File: config.mk
export PLATFORM = sky130hd
export DESIGN_NAME = edf_task_scheduler_unit
export DESIGN_NICKNAME = d
export VERILOG_FILES = /design/src/rtl/edfs_pkg.sv /design/src/rtl/edfs_slot_ram.sv /design/src/rtl/edfs_ctrl.sv /design/src/rtl/edf_task_scheduler_unit.sv
export SDC_FILE = /design/constraint.sdc
export NUM_CORES = 1
export LEC_CHECK = 0
export BUFFER_PORTS_ARGS = -buffer_cell sky130_fd_sc_hd__buf_2
export CORE_ASPECT_RATIO = 1.1
export CORE_MARGIN = 5
export CORE_UTILIZATION = 56
export DETAILED_ROUTE_END_ITERATION = 12
export PLACE_DENSITY_LB_ADDON = 0.12
export SYNTH_ARGS = -nofsm -noshare
export SYNTH_HDL_FRONTEND = slang
export SYNTH_SLANG_ARGS = --single-unit
File: constraint.sdc
create_clock -name clk_i -period 9.5 [get_ports clk_i]
set_input_delay 1.425 -clock clk_i [delete_from_list [all_inputs] [get_ports clk_i]]
set_output_delay 1.425 -clock clk_i [all_outputs]
set_load 0.02 [all_outputs]
File: src/rtl/edfs_pkg.sv
// ----------------------------------------------------------------------------
// EDF scheduler package
// Command and status codes, the slot write request, the result flags and the
// wrapping deadline adder shared by the scheduler modules.
// ----------------------------------------------------------------------------
package edfs_pkg;

  // Width of deadlines, periods and the time counter.
  localparam int unsigned DL_W     = 32;
  localparam int unsigned CMD_W    = 2;
  localparam int unsigned STATUS_W = 2;

  // Command codes of an input item.
  localparam logic [CMD_W-1:0] CMD_TICK   = 2'd0;
  localparam logic [CMD_W-1:0] CMD_CREATE = 2'd1;
  localparam logic [CMD_W-1:0] CMD_START  = 2'd2;
  localparam logic [CMD_W-1:0] CMD_STOP   = 2'd3;

  // Status codes of a result item.
  localparam logic [STATUS_W-1:0] STATUS_OK      = 2'd0;
  localparam logic [STATUS_W-1:0] STATUS_FULL    = 2'd1;
  localparam logic [STATUS_W-1:0] STATUS_NO_TASK = 2'd2;

  // Write request into the slot memories.
  typedef struct packed {
    logic            dl_we;
    logic            per_we;
    logic [DL_W-1:0] deadline;
    logic [DL_W-1:0] period;
  } edfs_wr_t;

  // Flags of a finished item.
  typedef struct packed {
    logic [STATUS_W-1:0] status;
    logic                switched;
  } edfs_res_t;

  // Modulo 2^32 sum where an all-ones result folds to zero.
  function automatic logic [DL_W-1:0] wrap_add(input logic [DL_W-1:0] a,
                                               input logic [DL_W-1:0] b);
    logic [DL_W-1:0] sum;
    sum = a + b;
    return (sum == '1) ? '0 : sum;
  endfunction

endpackage

File: src/rtl/edfs_slot_ram.sv
// ----------------------------------------------------------------------------
// EDF scheduler slot memory
// Deadline and period of every task slot in two synchronous memories that
// share one read address and one write address; read data is registered.
// ----------------------------------------------------------------------------
module edfs_slot_ram #(
  parameter int unsigned TASK_SLOTS = 8,
  localparam int unsigned SlotW = $clog2(TASK_SLOTS)
) (
  input  logic                           clk_i,
  input  logic [SlotW-1:0]               rd_addr_i,
  input  logic [SlotW-1:0]               wr_addr_i,
  input  edfs_pkg::edfs_wr_t             wr_i,
  output logic [edfs_pkg::DL_W-1:0]      rd_dl_o,
  output logic [edfs_pkg::DL_W-1:0]      rd_per_o
);
  import edfs_pkg::*;

  logic [DL_W-1:0] dl_mem  [TASK_SLOTS];
  logic [DL_W-1:0] per_mem [TASK_SLOTS];
  logic [DL_W-1:0] rd_dl_q;
  logic [DL_W-1:0] rd_per_q;

  // Write port and registered read port of both memories.
  always_ff @(posedge clk_i) begin
    if (wr_i.dl_we) begin
      dl_mem[wr_addr_i] <= wr_i.deadline;
    end
    if (wr_i.per_we) begin
      per_mem[wr_addr_i] <= wr_i.period;
    end
    rd_dl_q  <= dl_mem[rd_addr_i];
    rd_per_q <= per_mem[rd_addr_i];
  end

  assign rd_dl_o  = rd_dl_q;
  assign rd_per_o = rd_per_q;

endmodule

File: src/rtl/edfs_ctrl.sv
// ----------------------------------------------------------------------------
// EDF scheduler control
// Sequencer that executes one command at a time by sweeping the slot memory
// one slot per cycle, keeping the slot occupancy, the running task and time.
// ----------------------------------------------------------------------------
module edfs_ctrl #(
  parameter int unsigned TASK_SLOTS = 8,
  localparam int unsigned SlotW = $clog2(TASK_SLOTS)
) (
  input  logic                           clk_i,
  input  logic                           rst_ni,
  // Command side.
  input  logic                           start_i,
  input  logic [edfs_pkg::CMD_W-1:0]     cmd_i,
  input  logic [edfs_pkg::DL_W-1:0]      period_i,
  input  logic [edfs_pkg::DL_W-1:0]      first_i,
  output logic                           idle_o,
  // Result side.
  output logic                           res_valid_o,
  input  logic                           res_take_i,
  output edfs_pkg::edfs_res_t            res_o,
  output logic [SlotW-1:0]               cur_o,
  output logic                           run_o,
  output logic [SlotW-1:0]               new_slot_o,
  // Slot memory.
  output logic [SlotW-1:0]               rd_addr_o,
  input  logic [edfs_pkg::DL_W-1:0]      rd_dl_i,
  input  logic [edfs_pkg::DL_W-1:0]      rd_per_i,
  output logic [SlotW-1:0]               wr_addr_o,
  output edfs_pkg::edfs_wr_t             wr_o
);
  import edfs_pkg::*;

  // Sequencer states.
  localparam logic [2:0] ST_IDLE    = 3'd0;
  localparam logic [2:0] ST_RDCUR   = 3'd1;
  localparam logic [2:0] ST_CURDATA = 3'd2;
  localparam logic [2:0] ST_SCAN    = 3'd3;
  localparam logic [2:0] ST_FIN     = 3'd4;
  localparam logic [2:0] ST_DONE    = 3'd5;

  // Sweep kinds.
  localparam logic [1:0] SM_FREE  = 2'd0;  // first free slot for create
  localparam logic [1:0] SM_MIN   = 2'd1;  // earliest live slot for start
  localparam logic [1:0] SM_FLAG  = 2'd2;  // any live deadline earlier than the running one
  localparam logic [1:0] SM_RESCH = 2'd3;  // reschedule with deadline advance

  localparam logic [SlotW-1:0] LastSlot = SlotW'(TASK_SLOTS - 1);

  logic [2:0]            state_q, state_d;
  logic [1:0]            smode_q, smode_d;
  logic [SlotW-1:0]      idx_q, idx_d;
  logic [SlotW-1:0]      pidx_q, pidx_d;
  logic                  iss_q, iss_d;
  logic                  pv_q, pv_d;
  logic [TASK_SLOTS-1:0] live_q, live_d;
  logic                  run_q, run_d;
  logic [SlotW-1:0]      cur_q, cur_d;
  logic [DL_W-1:0]       t_q, t_d;
  logic                  have_q, have_d;
  logic                  flag_q, flag_d;
  logic [SlotW-1:0]      next_q, next_d;
  logic [DL_W-1:0]       cd_q, cd_d;
  logic [DL_W-1:0]       best_q, best_d;
  logic [DL_W-1:0]       bestp_q, bestp_d;
  logic [DL_W-1:0]       per_q, per_d;
  logic [DL_W-1:0]       first_q, first_d;
  logic [STATUS_W-1:0]   status_q, status_d;
  logic                  sw_q, sw_d;
  logic [SlotW-1:0]      new_q, new_d;

  logic                  slot_live;
  logic                  slot_ready;
  logic                  dl_less;
  logic                  dl_hit;
  logic [DL_W-1:0]       dl_adv;
  logic                  last_issue;
  logic                  last_data;

  // Per-slot terms of the item coming back from memory.
  assign slot_live  = live_q[pidx_q];
  assign slot_ready = slot_live && !(run_q && (pidx_q == cur_q));
  assign dl_less    = rd_dl_i < best_q;
  assign dl_hit     = rd_dl_i == t_q;
  assign dl_adv     = wrap_add(rd_dl_i, rd_per_i);
  assign last_issue = idx_q == LastSlot;
  assign last_data  = pv_q && (pidx_q == LastSlot);

  // Next-state logic of the sequencer and the sweep.
  always_comb begin
    state_d  = state_q;
    smode_d  = smode_q;
    idx_d    = idx_q;
    pidx_d   = pidx_q;
    iss_d    = iss_q;
    pv_d     = pv_q;
    live_d   = live_q;
    run_d    = run_q;
    cur_d    = cur_q;
    t_d      = t_q;
    have_d   = have_q;
    flag_d   = flag_q;
    next_d   = next_q;
    cd_d     = cd_q;
    best_d   = best_q;
    bestp_d  = bestp_q;
    per_d    = per_q;
    first_d  = first_q;
    status_d = status_q;
    sw_d     = sw_q;
    new_d    = new_q;
    rd_addr_o = idx_q;
    wr_addr_o = pidx_q;
    wr_o      = '0;

    unique case (state_q)
      ST_IDLE: begin
        if (start_i) begin
          status_d = STATUS_OK;
          sw_d     = 1'b0;
          new_d    = '0;
          per_d    = period_i;
          first_d  = first_i;
          have_d   = 1'b0;
          idx_d    = '0;
          iss_d    = 1'b1;
          pv_d     = 1'b0;
          unique case (cmd_i)
            CMD_TICK: begin
              t_d     = wrap_add(t_q, DL_W'(1));
              state_d = run_q ? ST_RDCUR : ST_DONE;
            end
            CMD_CREATE: begin
              smode_d = SM_FREE;
              state_d = ST_SCAN;
            end
            CMD_START: begin
              smode_d = SM_MIN;
              state_d = ST_SCAN;
            end
            CMD_STOP: begin
              // The running task is released and its slot becomes free.
              if (run_q) begin
                live_d[cur_q] = 1'b0;
                run_d   = 1'b0;
                sw_d    = 1'b1;
                smode_d = SM_RESCH;
                state_d = ST_SCAN;
              end else begin
                state_d = ST_DONE;
              end
            end
            default: state_d = ST_DONE;
          endcase
        end
      end

      ST_RDCUR: begin
        rd_addr_o = cur_q;
        state_d   = ST_CURDATA;
      end

      ST_CURDATA: begin
        // Running deadline reached: advance it and reschedule right away; otherwise look for an earlier live task.
        cd_d  = rd_dl_i;
        idx_d = '0;
        iss_d = 1'b1;
        pv_d  = 1'b0;
        state_d = ST_SCAN;
        if (dl_hit) begin
          wr_o.dl_we    = 1'b1;
          wr_o.deadline = dl_adv;
          wr_addr_o     = cur_q;
          best_d  = dl_adv;
          have_d  = 1'b1;
          next_d  = cur_q;
          smode_d = SM_RESCH;
        end else begin
          best_d  = rd_dl_i;
          flag_d  = 1'b0;
          smode_d = SM_FLAG;
        end
      end

      ST_SCAN: begin
        // Issue one read a cycle; evaluate the slot whose read was issued in the previous cycle.
        pv_d   = iss_q;
        pidx_d = idx_q;
        if (iss_q) begin
          if (last_issue) begin
            iss_d = 1'b0;
          end else begin
            idx_d = idx_q + SlotW'(1);
          end
        end
        if (pv_q) begin
          unique case (smode_q)
            SM_FREE: begin
              if (!slot_live && !have_q) begin
                have_d = 1'b1;
                next_d = pidx_q;
              end
            end
            SM_MIN: begin
              if (slot_live && (!have_q || dl_less)) begin
                have_d  = 1'b1;
                best_d  = rd_dl_i;
                bestp_d = rd_per_i;
                next_d  = pidx_q;
              end
            end
            SM_FLAG: begin
              if (slot_live && (rd_dl_i < cd_q)) begin
                flag_d = 1'b1;
              end
            end
            SM_RESCH: begin
              if (slot_ready) begin
                if (!have_q || dl_less) begin
                  have_d = 1'b1;
                  best_d = rd_dl_i;
                  next_d = pidx_q;
                end
                // A ready task whose deadline is now gets its next period.
                if (dl_hit) begin
                  wr_o.dl_we    = 1'b1;
                  wr_o.deadline = dl_adv;
                end
              end
            end
            default: ;
          endcase
        end
        if (last_data) begin
          state_d = ST_FIN;
        end
      end

      ST_FIN: begin
        state_d = ST_DONE;
        unique case (smode_q)
          SM_FREE: begin
            if (have_q) begin
              wr_o.dl_we    = 1'b1;
              wr_o.per_we   = 1'b1;
              wr_o.deadline = first_q;
              wr_o.period   = per_q;
              wr_addr_o     = next_q;
              live_d[next_q] = 1'b1;
              new_d = next_q;
            end else begin
              status_d = STATUS_FULL;
            end
          end
          SM_MIN: begin
            if (!have_q) begin
              status_d = STATUS_NO_TASK;
            end else begin
              wr_o.dl_we    = 1'b1;
              wr_o.deadline = wrap_add(best_q, bestp_q);
              wr_addr_o     = next_q;
              run_d = 1'b1;
              cur_d = next_q;
              sw_d  = !run_q || (next_q != cur_q);
            end
          end
          SM_FLAG: begin
            // Some live task is earlier than the running one: reschedule.
            if (flag_q) begin
              smode_d = SM_RESCH;
              have_d  = 1'b1;
              next_d  = cur_q;
              idx_d   = '0;
              iss_d   = 1'b1;
              pv_d    = 1'b0;
              state_d = ST_SCAN;
            end
          end
          SM_RESCH: begin
            if (have_q && ((next_q != cur_q) || !run_q)) begin
              run_d = 1'b1;
              cur_d = next_q;
              sw_d  = 1'b1;
            end
          end
          default: ;
        endcase
      end

      ST_DONE: begin
        if (res_take_i) begin
          state_d = ST_IDLE;
        end
      end

      default: state_d = ST_IDLE;
    endcase
  end

  // Control state.
  always_ff @(posedge clk_i or negedge rst_ni) begin
    if (!rst_ni) begin
      state_q <= ST_IDLE;
      smode_q <= SM_FREE;
      idx_q   <= '0;
      pidx_q  <= '0;
      iss_q   <= 1'b0;
      pv_q    <= 1'b0;
      live_q  <= '0;
      run_q   <= 1'b0;
      cur_q   <= '0;
      t_q     <= '0;
      have_q  <= 1'b0;
      flag_q  <= 1'b0;
      next_q  <= '0;
    end else begin
      state_q <= state_d;
      smode_q <= smode_d;
      idx_q   <= idx_d;
      pidx_q  <= pidx_d;
      iss_q   <= iss_d;
      pv_q    <= pv_d;
      live_q  <= live_d;
      run_q   <= run_d;
      cur_q   <= cur_d;
      t_q     <= t_d;
      have_q  <= have_d;
      flag_q  <= flag_d;
      next_q  <= next_d;
    end
  end

  // Working values of the current item.
  always_ff @(posedge clk_i) begin
    cd_q     <= cd_d;
    best_q   <= best_d;
    bestp_q  <= bestp_d;
    per_q    <= per_d;
    first_q  <= first_d;
    status_q <= status_d;
    sw_q     <= sw_d;
    new_q    <= new_d;
  end

  assign idle_o       = state_q == ST_IDLE;
  assign res_valid_o  = state_q == ST_DONE;
  assign res_o.status   = status_q;
  assign res_o.switched = sw_q;
  assign cur_o        = cur_q;
  assign run_o        = run_q;
  assign new_slot_o   = new_q;

endmodule

File: src/rtl/edf_task_scheduler_unit.sv
// ----------------------------------------------------------------------------
// EDF task scheduler unit
// Earliest-deadline-first scheduler over a table of task slots with tick,
// create, start and stop commands and one result item per command.
// ----------------------------------------------------------------------------
// One command is executed at a time, and every command that looks at the
// table walks it through the deadline and period memories, one slot per
// cycle. A tick with no running task, and a stop with nothing running, go
// straight to the result without a sweep; create, start and stop make one
// sweep; a tick with a running task first reads the running slot and then
// sweeps, and sweeps a second time to reschedule when an earlier live task
// calls for it. The next item is accepted once the previous result has
// moved to the output register, so a waiting result does not hold up the next
// command. Memory contents need no clearing after reset.
module edf_task_scheduler_unit #(
  parameter int unsigned TASK_SLOTS = 8,
  localparam int unsigned SlotW = $clog2(TASK_SLOTS)
) (
  input  logic                            clk_i,
  input  logic                            rst_ni,
  // Input items.
  input  logic                            in_valid_i,
  output logic                            in_stall_o,
  input  logic [edfs_pkg::CMD_W-1:0]      cmd_i,
  input  logic [edfs_pkg::DL_W-1:0]       task_period_i,
  input  logic [edfs_pkg::DL_W-1:0]       first_deadline_i,
  // Result items.
  output logic                            out_valid_o,
  input  logic                            out_stall_i,
  output logic [edfs_pkg::STATUS_W-1:0]   status_o,
  output logic [SlotW-1:0]                running_task_o,
  output logic                            running_valid_o,
  output logic                            switched_o,
  output logic [SlotW-1:0]                new_slot_o
);
  import edfs_pkg::*;

  logic                idle;
  logic                res_valid;
  logic                res_take;
  edfs_res_t           res;
  logic [SlotW-1:0]    cur;
  logic                run;
  logic [SlotW-1:0]    new_slot;
  logic [SlotW-1:0]    rd_addr;
  logic [SlotW-1:0]    wr_addr;
  edfs_wr_t            wr;
  logic [DL_W-1:0]     rd_dl;
  logic [DL_W-1:0]     rd_per;

  logic                out_valid_q, out_valid_d;
  logic [STATUS_W-1:0] status_q;
  logic [SlotW-1:0]    running_task_q;
  logic                running_valid_q;
  logic                switched_q;
  logic [SlotW-1:0]    new_slot_q;

  assign in_stall_o = !idle;

  edfs_slot_ram #(
    .TASK_SLOTS(TASK_SLOTS)
  ) u_ram (
    .clk_i     (clk_i),
    .rd_addr_i (rd_addr),
    .wr_addr_i (wr_addr),
    .wr_i      (wr),
    .rd_dl_o   (rd_dl),
    .rd_per_o  (rd_per)
  );

  edfs_ctrl #(
    .TASK_SLOTS(TASK_SLOTS)
  ) u_ctrl (
    .clk_i       (clk_i),
    .rst_ni      (rst_ni),
    .start_i     (in_valid_i && idle),
    .cmd_i       (cmd_i),
    .period_i    (task_period_i),
    .first_i     (first_deadline_i),
    .idle_o      (idle),
    .res_valid_o (res_valid),
    .res_take_i  (res_take),
    .res_o       (res),
    .cur_o       (cur),
    .run_o       (run),
    .new_slot_o  (new_slot),
    .rd_addr_o   (rd_addr),
    .rd_dl_i     (rd_dl),
    .rd_per_i    (rd_per),
    .wr_addr_o   (wr_addr),
    .wr_o        (wr)
  );

  // Output register: loads a finished item when empty or being drained.
  assign res_take = res_valid && (!out_valid_q || !out_stall_i);

  always_comb begin
    out_valid_d = out_valid_q;
    if (res_take) begin
      out_valid_d = 1'b1;
    end else if (!out_stall_i) begin
      out_valid_d = 1'b0;
    end
  end

  always_ff @(posedge clk_i or negedge rst_ni) begin
    if (!rst_ni) begin
      out_valid_q <= 1'b0;
    end else begin
      out_valid_q <= out_valid_d;
    end
  end

  always_ff @(posedge clk_i) begin
    if (res_take) begin
      status_q        <= res.status;
      running_task_q  <= cur;
      running_valid_q <= run;
      switched_q      <= res.switched;
      new_slot_q      <= new_slot;
    end
  end

  assign out_valid_o     = out_valid_q;
  assign status_o        = status_q;
  assign running_task_o  = running_task_q;
  assign running_valid_o = running_valid_q;
  assign switched_o      = switched_q;
  assign new_slot_o      = new_slot_q;

endmodule
## Word level (Yosys, flattened, before mapping)

Memories as Yosys holds them, arrays and structs flattened. A register that Yosys moved wholly into a read port is not among the register bits.
Cells that the tools add are included.

| word-level totals | value |
|---|---|
| register bits | 239 |
| memory bits (writable) | 512 |
| word-level logic and storage cells | 273 |
| memories | 2 |

Memory list:

| name | words | width | rd ports | clocked after memory_dff | write ports | line | source |
|---|---|---|---|---|---|---|---|
| u_ram.dl_mem | 8 | 32 | 1 | 1 | 1 | edfs_slot_ram.sv:19 | `logic [DL_W-1:0] dl_mem [TASK_SLOTS];` |
| u_ram.per_mem | 8 | 32 | 1 | 1 | 1 | edfs_slot_ram.sv:20 | `logic [DL_W-1:0] per_mem [TASK_SLOTS];` |

| operators by class | value |
|---|---|
| eq/ne operators | 52 |
| bitwise gates (word level) | 3 |
| add/sub/neg operators | 4 |
| magnitude comparators | 7 |
| mux-type cells | 129 |
| reduce and logical (&&, ||, !) cells | 49 |

Operators by type and width:

| operator | count |
|---|---|
| 32-bit two-way mux | 15 |
| 32-bit case mux with 2 select lines | 3 |
| 32-bit equality test, second input constant | 3 |
| 32-bit case mux with 3 select lines | 1 |
| 3-bit two-way mux | 27 |
| 66-bit two-way mux | 1 |
| 32-bit adder | 2 |
| 32-bit less-than comparator | 2 |
| 1-bit two-way mux | 43 |
| 8-bit two-way mux | 5 |
| 32-bit by 1-bit adder with 32-bit output, second input constant | 1 |
| 32-bit equality test | 1 |
| 6-bit AND reduction | 5 |
| 2-bit by 1-bit != test with 1-bit output, second input constant | 14 |
| 3-bit case mux with 3 select lines | 3 |
| 3-bit by 2-bit != test with 1-bit output, second input constant | 7 |
| 3-bit case mux with 2 select lines | 3 |
| 3-bit case mux with 6 select lines | 1 |
| 8-bit case mux with 2 select lines | 1 |
| 4-bit AND reduction | 4 |
| 3-bit != test, second input constant | 5 |
| 5-bit AND reduction | 3 |
| 2-bit two-way mux | 7 |
| 3-bit equality test, second input constant | 4 |
| other kinds (36) | 83 |

## Longest topological paths before layout

| depth | value |
|---|---|
| word-level depth | 10 |
| mapped depth | 14 |
| gate-level depth less buffers | 13 |

## Cells and area by module

A second synthesis with hierarchy kept.

| second synthesis, totals | value |
|---|---|
| cells, all modules | 2518 |
| area total of the unflattened synthesis | 37025.5 µm² |

By module, submodules not included:

| module | area each (µm²) | times used | cells an instance |
|---|---|---|---|
| edfs_slot_ram | 20589.7 | 1 | 826 |
| edfs_ctrl | 16081.7 | 1 | 1677 |
| edf_task_scheduler_unit | 354.1 | 1 | 15 |

## Worst setup path before layout

No wires, ideal clock.

| timing path | value |
|---|---|
| path kind | register -> register |
| start point | register u_ctrl.state_q[2] |
| end point | memory u_ram.per_mem[4][0] (enable) |
| path slack | 4351 ps |
| data required time | 9077 ps |
| arrival | 4727 ps |
| buffers on the path | 0 |
| library setup time | 423 ps |
| clock period less this slack | 5149 ps |
| cell stages (with the launch flop) | 7 |
| cell sequence | dfrtp_1 -> nand2b_1 -> nor2_1 -> o21ai_0 -> a221o_1 -> or2_2 -> nor2_1 |

| between the ends | value |
|---|---|
| word-level cells in the longest chain between the ends | 4 |
| elaborated cells between the ends (all ways) | 6 |
| those cells by class | 2 x eq/ne; 4 x mux |

Ends and longest elaborated chain:

| element | line | source |
|---|---|---|
| from (decl) | edfs_ctrl.sv:50 | `logic [2:0] state_q, state_d;` |
| from (signal assigned) | edfs_ctrl.sv:317 | `state_q <= state_d;` |
| 3-bit equality test | edfs_ctrl.sv:116 | `unique case (state_q)` |
| 1-bit two-way mux | edfs_ctrl.sv:116 |  |
| 1-bit two-way mux | edfs_slot_ram.sv:29 | `if (wr_i.per_we) begin` |
| 1-bit two-way mux (implied by the code) | edfs_slot_ram.sv:30 | `per_mem[wr_addr_i] <= wr_i.period;` |
| to (decl) | edfs_slot_ram.sv:20 |  |

Parallel ways exist; a longest one is shown, timed or not.

==> impl_metrics.ini <==
[outcome]
outcome = finished, violations left
violations = DRC

[setup_path]
path_cells = ha_1 > fa_1 > a211oi_1 > o211a_1 > nor4_2 > o21ai_0 > a211oi_1 > nand2_1 > nor4_1 > nand4_1 > buf_4 > a32oi_1 > o21ai_2
crit_family = compound AO/OA/AOI/OAI gates
crit_type = flop to flop
crit_buf_inv = 1
end_kind = flop
reg2reg_from = u_ram.rd_dl_o[0]
crit_path_end = u_ram.dl_mem[3][11]
crit_start = u_ram.rd_dl_o[0]
crit_slowest_cell = a211oi_1
r2r_setup_slack_ns = 3.95
cp.depth = 13
r2r_end = u_ram.dl_mem[3][11]
reg2reg_depth = 13
cp.required_ns = 9.84
crit_arrival_ns = 5.89
crit_path_max_fanout = 21
path_common_cell = a211oi_1
critPathLaunchType = flop
max_stage_delay_ns = 0.82

[synth]
ys.flop_type = edfxtp_1
yosysSeqAreaShare_pct = 62.6
synthCells = 2675
syn_nets = 2880
syn_area_um2 = 37600
synth_area_leader_cell = edfxtp_1
synth_edf_count = 688
yosys_warnings = 0
synth_area_leaders = edfxtp_1, mux4_2, ha_1
ys_ff_latch = 815
synth_cell_types = 90
synth_top_area_share_pct = 55.0
avgSynthCellArea_um2 = 14.1
async_flop_share_pct = 7.73
yosysMostFrequentCell = edfxtp_1
synthTopCellsByCount = edfxtp_1, nand2_1, ha_1, mux4_2, nor2_1

[sta]
fin_setup_tns_ns = 0
tightest_slew_ns = 1.34
finalMaxSlewViolations = 0
setup_viol = 0
finalClockSkew_ns = 0.0517
finalWorstSetupSlack_ns = 3.95
timing.fmax_ghz = 0.180
fin_crit_sh_pct = 58.4
final.min_clock_period_ns = 5.55
holdWs_ns = 0.423
max-slew-margin-rel_pct = 9.75
timing_hold_violations_final = 0
rsz0062_at_grt = no

[cts]
clkTransAtPathRegs_ns = 0.06
clock_latency_ns = 0.65
cts_buffer_depth = 3
cts_hold_buf = 0
cts_setup_buffers = 0
numCtsBuffers = 84
clockRootBuffer = clkbuf_16
cts_resized = 0
cts_tree = yes
cts.sinks = 815
cts_max_level = 3

[detailed_routing]
wl_um = 104000
ant_nets = 0
vias = 23700
first_iter_violations = 2316
drc = 1
viasPerCell = 6.43
first_pass_iters = 12
avgRoutedWirePerCell_um = 28.2

[global_routing]
first_global_vias = 23500
antenna_found_initial = 3
grt_pass1_wl_um = 153000
grt_max_degree = 101
grt_use_total_pct = 28.5
grt.overflow.total = 0

[placement]
numPortBuffers = 81
hpwl_um = 71400
finalWeightedCongestion = 1.03
placed_cell_area_um2 = 39100
dpl_worst_slack_ns = 4.04

[floorplanning]
die_w_um = 257
ios = 82
initial_core_util_pct = 56.6
coreArea_um2 = 66400
die_area_um2 = 72400
core.rowCount = 99
die_h_um = 282

[finish]
layout.nets = 2968
drive_above_1_share_pct = 18.3
stdcell_area_um2 = 41900
area_delta_synth_final_pct = 11.3
post-route-util_pct = 63.0
num-fill-cells = 4888

[pwr]
p_per_area_nw_per_um2 = 327
leakagePower_nw = 15.1
peakVddDrop_uv = 219

[hold_path]
hold_class = flop to flop

[job]
maxCapViolCount = 0
how the worst min path moves through the flow:
stage / startpoint / to / slack (ns) / cells past startpoint
final: u_ctrl.new_slot_o[1] / new_slot_o[1] / 0.42 / 0
after global routing: u_ctrl.new_slot_o[1] / new_slot_o[1] / 0.43 / 0
after CTS: u_ctrl.new_slot_o[1] / new_slot_o[1] / 0.43 / 0
after detailed placement: u_ctrl.status_q[0] / status_o[0] / 0.41 / 0
after global placement: u_ctrl.sw_q / switched_o / 0.41 / 0
after floorplan: u_ctrl.new_slot_o[0] / new_slot_o[0] / 0.40 / 0
layer usage:
layer  wire length (um)  vias up  track usage (%)
li1                   -    10500                -
met1              42100    12000             38.3
met2              49700      999             46.4
met3               7220      198             4.77
met4               5030        2             12.7
met5                 14        -                0
report_power, final:
| group | internal [mW] | total (mW) | switching (mW) |
|---|---|---|---|
| logic | 2.08 | 5.48 | 3.40 |
| clock network | 1.85 | 3.24 | 1.39 |
| registers | 4.44 | 4.95 | 0.516 |
| total | 8.37 | 13.7 | 5.31 |
through the flow:
| stage | power (mW) | std cells |
|---|---|---|
| CTS | 13.7 | 3689 |
| global route | 14.3 | 3689 |
| global placement | 10.4 | 3535 |
| finish | 13.7 | 3692 |
| detailed placement | 10.4 | 3535 |
| floorplan | 8.51 | 2675 |
cell families (layout without fill, tap and decap cells):
logic type	after synthesis	in the layout	synth area share, %
AOI/OAI and AO/OA	494	494	8.83
buffers and inverters	211	367	2.24
adders and majority gates	135	135	4.53
muxes	212	212	10.2
xor gates and xnor gates	85	85	2.00
and+or+nand+nor	723	723	9.63
other	0	3	0
DFF	815	815	62.6
placed cells by master, fill, tap and decap left out, types with 40 or more instances in the layout:
master,synthesis,routed
ha_1,133,133
dfxtp_1,64,64
mux4_2,130,130
a21oi_1,92,92
buf_2,14,81
xnor2_1,62,62
nand3_1,55,54
and2_1,50,50
edfxtp_1,688,688
o21ai_0,110,110
a21o_1,51,51
nand2_1,246,246
clkbuf_16,0,85
nand4_1,42,42
mux2_2,69,69
buf_4,4,40
inv_1,91,90
dfrtp_1,63,63
nor2_1,117,100
registers in the layout (all words and copies together) (netlist names), 8 cells and up:
register        count
u_ram.per_mem     256
u_ram.rd_dl_o      32
u_ram.dl_mem      256
u_ram.rd_per_o     32
u_ctrl.best_q      32
u_ctrl.bestp_q     32
u_ctrl.per_q       32
u_ctrl.live_q       8
u_ctrl.first_q     32
u_ctrl.cd_q        32
u_ctrl.t_q         32
worst register-to-register path: stages (launching register included):
cell	delay, ns
dfxtp_1	0.42
ha_1	0.26
fa_1	0.27
a211oi_1	0.13
o211a_1	0.32
nor4_2	0.58
o21ai_0	0.29
a211oi_1	0.82
nand2_1	0.11
nor4_1	0.19
nand4_1	0.67
buf_4	0.54
a32oi_1	0.44
o21ai_2	0.22
final cells by class:
type,count,area [um^2],share of cell area (%)
Timing Repair Buffer,122,726,1.73
Inverter,91,343,0.819
Sequential cell,815,23500,56.2
Tap cell,858,1070,2.56
Clock inverter,45,459,1.10
Clock buffer,109,2310,5.51
Multi-Input combinational cell,1649,13400,32.1
Antenna cell,3,7.51,0.0179
No activity file was read; power rests on OpenSTA's default activity.
